==> src/rtl/rtu_ram.sv <==
`timescale 1ns / 1ps
`default_nettype none

module rtu_ram #(
  parameter int WIDTH = 8,
  parameter int DEPTH = 16
) (
  input  wire logic                     clk_i,
  input  wire logic                     we_i,
  input  wire logic [$clog2(DEPTH)-1:0] waddr_i,
  input  wire logic [WIDTH-1:0]         wdata_i,
  input  wire logic                     re_i,
  input  wire logic [$clog2(DEPTH)-1:0] raddr_i,
  output logic      [WIDTH-1:0]         rdata_o
);

  logic [WIDTH-1:0] mem_q [DEPTH];

  // One write port, one registered read port; a read of the address being
  // written returns the old contents.
  always_ff @(posedge clk_i) begin
    if (we_i) begin
      mem_q[waddr_i] <= wdata_i;
    end
    if (re_i) begin
      rdata_o <= mem_q[raddr_i];
    end
  end

endmodule

`default_nettype wire

==> config.mk <==
export PLATFORM = sky130hd
export DESIGN_NAME = rtu_ram
export DESIGN_NICKNAME = d
export VERILOG_FILES = /design/src/rtl/rtu_ram.sv
export SDC_FILE = /design/constraint.sdc
export NUM_CORES = 1
export LEC_CHECK = 0
export BUFFER_PORTS_ARGS = -buffer_cell sky130_fd_sc_hd__clkbuf_2
export CORE_MARGIN = 8
export CORE_UTILIZATION = 51
export CTS_BUF_LIST = sky130_fd_sc_hd__clkbuf_8
export DETAILED_ROUTE_END_ITERATION = 8
export PLACE_DENSITY = 0.68
export SLEW_MARGIN = 10
export SYNTH_ARGS = -nofsm -noshare
export SYNTH_HDL_FRONTEND = slang
export SYNTH_SLANG_ARGS = --single-unit
==> constraint.sdc <==
create_clock -name clk_i -period 2.1 [get_ports clk_i]
set_input_delay 0.42 -clock clk_i [delete_from_list [all_inputs] [get_ports clk_i]]
set_output_delay 0.42 -clock clk_i [all_outputs]
set_load 0.01 [all_outputs]
==> impl_metrics.env <==
export IMPL_p_comb_share_pct=5.1
export IMPL_worst_slew_pin_slew_ns=0.632
export IMPL_cts_setup_buffers=0
export IMPL_fin_skew_ns=0.0105
export IMPL_p_sw_mw=1.12
export IMPL_utilization_pct=59.7
export IMPL_grt_max_degree=33
export IMPL_start_util_pct=51.6
export IMPL_cp_max_fo=18
export IMPL_wl_per_cell_um=22.3
export IMPL_numPortBuffers=26
export IMPL_clock_latency_ns=0.43
export IMPL_max_cap_violations=0
export IMPL_via_per_inst=5.67
export IMPL_drt_total_wl_um=9660
export IMPL_cp_required_ns=2.28
export IMPL_path_class="in2reg"
export IMPL_num_antenna_cells=0
export IMPL_drt_initial_drc_count=189
export IMPL_synthToLayoutAreaGrowth_pct=15.8
export IMPL_outcome="complete, no violations"
export IMPL_endpoint_kind="register"
export IMPL_avgSynthCellArea_um2=22.8
export IMPL_max_stage_delay_ns=0.56
export IMPL_htree_num_levels=4
export IMPL_p_clk_share_pct=39.7
export IMPL_fin_cells=434
export IMPL_rsz0062_at_grt="no"
export IMPL_drt_antenna_violating_nets=0
export IMPL_clockBufferDepth=2
export IMPL_finalCriticalPeriod_ns=1.56
export IMPL_cts_resized=0
export IMPL_track_usage_pct=15.5
export IMPL_clock_sinks=136
export IMPL_hold_viol=0
export IMPL_mappedNetlistArea_um2=5230
export IMPL_grt_pass1_wl_um=14700
export IMPL_synthesis_nets=248
export IMPL_place_inst=402
export IMPL_post_dp_hpwl_um=6310
export IMPL_cts_root_buf="clkbuf_8"
export IMPL_ys_seq_area_share_pct=78.1
export IMPL_irDropWorstVdd_mv=0.446
export IMPL_grt_pass1_vias=2502
export IMPL_die_area_um2=13700
export IMPL_nFillCells=713
export IMPL_power_internal_mw=4.45
export IMPL_antenna_found_initial=0
export IMPL_firstDrtPassIters=4
export IMPL_swShare_pct=20.1
export IMPL_arrival_ns=1.74
export IMPL_cpMaxStageDelayCell="mux4_1"
export IMPL_slew_headroom_pct=57.7
export IMPL_cts_tree="done"
export IMPL_fin_area_um2=6060
export IMPL_ios=27
export IMPL_die_y_um=117
export IMPL_place_area_um2=5640
export IMPL_ys_types=18
export IMPL_start_kind="input pin"
export IMPL_ctsHoldBuffers=0
export IMPL_final_cell_mix="136 x edfxtp_1, 26 x clkbuf_2, 18 x mux4_2, 18 x buf_4, 17 x clkbuf_8"
export IMPL_cts_clk_slew_worst_paths_ns=0.07
export IMPL_max_clock_freq_mhz=641
export IMPL_hold_path_class="in2reg"
export IMPL_drc=0
export IMPL_num_nets_final=304
export IMPL_core_area_um2=10100
export IMPL_drv_slew=0
export IMPL_ys_seq_elements=136
export IMPL_synth_cells=229
export IMPL_seq_power_share_pct=55.2
export IMPL_die_w_um=117
export IMPL_min_period_over_period_pct=74.3
export IMPL_leakage_nw=2.04
export IMPL_num_vias=2461
export IMPL_place_congestion=0.769
export IMPL_grt_overflow_total=0
export IMPL_num_rows=37
export IMPL_cp_cell_sequence="clkbuf_2 > buf_12 > mux4_1 > a22oi_1 > nand2_1"
export IMPL_numCtsBuffers=17
export IMPL_layout_drive_gt1_share_pct=32.2
export IMPL_power_density_nw_per_um2=920
export IMPL_final_common_cell="edfxtp_1"
export IMPL_yosysWarnings=0
export IMPL_tns_ns=0
export IMPL_setup_violations=0
-- worst paths after layout --
| check | startpoint | to | slack [ns] | depth (start not counted) |
|---|---|---|---|---|
| hold / removal | re_i | rdata_o[1] | 0.41 | 1 |
| setup / recovery | raddr_i[0] | rdata_o[1] | 0.54 | 5 |
| hold reg to reg | mem_q[14][1] | rdata_o[1] | 0.74 | 3 |
| setup reg to reg | mem_q[5][0] | rdata_o[0] | 0.60 | 3 |
-- layout make-up --
type                    instances  area, um^2  share of cell area [%]
flip-flops and latches        136        4080                    67.4
multi-input cells              83        1060                    17.5
repair buffers                 47         325                    5.37
clock buffers                  17         234                    3.86
clock inverters                15         185                    3.06
well taps                     136         170                    2.81
-- kinds of logic (layout without fill, tap and decap cells) --
family	count (synthesis)	count (layout)	share of synthesized area, %
muxes	32	32	14.8
buffers and inverters	10	79	1.65
AOI/OAI and AO/OA	16	16	2.30
DFF	136	136	78.1
and+or+nand+nor	35	35	3.14
-- routing by layer --
layer	GRT usage, %	part of all wire (%)	routed length [um]	vias to the layer above
li1	-	-	-	1096
met1	19.8	45	4320	1267
met2	24.3	49	4710	91
met3	4.72	5.4	521	7
met4	6.14	1.1	111	0
met5	0	0	0	-
-- flip-flops by register name, summed over array words and instances, names as in the netlist --
register	flops
rdata_o	8
mem_q	128
-- synth_stat cells, drive strengths merged --
master,instances,share of area (%)
nand2b,2,0.24
or3b,1,0.17
edfxtp,136,78
and2,1,0.12
buf,7,1.1
nand3,1,0.096
a22oi,16,2.3
nor2,13,0.93
nand3b,2,0.29
clkdlybuf4s25,3,0.57
and2b,1,0.14
mux4,32,15
nor3,4,0.38
nor2b,1,0.12
nand2,9,0.65
-- per-stage QoR --
step                worst slack (ns)  hold slack (ns)  total power, mW
global route                   0.500            0.384             5.75
detailed placement            0.0946            0.735             3.42
CTS                            0.566            0.386             5.61
global placement               0.103            0.724             3.41
finish                         0.540            0.414             5.57
floorplan                      0.187            0.519             3.29
-- critical path, delay by kind of cell --
family	cells	cell delay [ns]
mux	1	0.56
buf+inv	2	0.35
compound gates	1	0.30
simple gates	1	0.08
-- power by group through the flow --
stage | logic (mW) | clock network, mW | registers [mW]
after floorplan | 0.154 | 0 | 3.13
after global placement | 0.282 | 0 | 3.13
after detailed placement | 0.290 | 0 | 3.13
after CTS | 0.290 | 2.25 | 3.07
after global routing | 0.310 | 2.37 | 3.08
final | 0.285 | 2.21 | 3.07
Power figures use the tool's default switching activity.
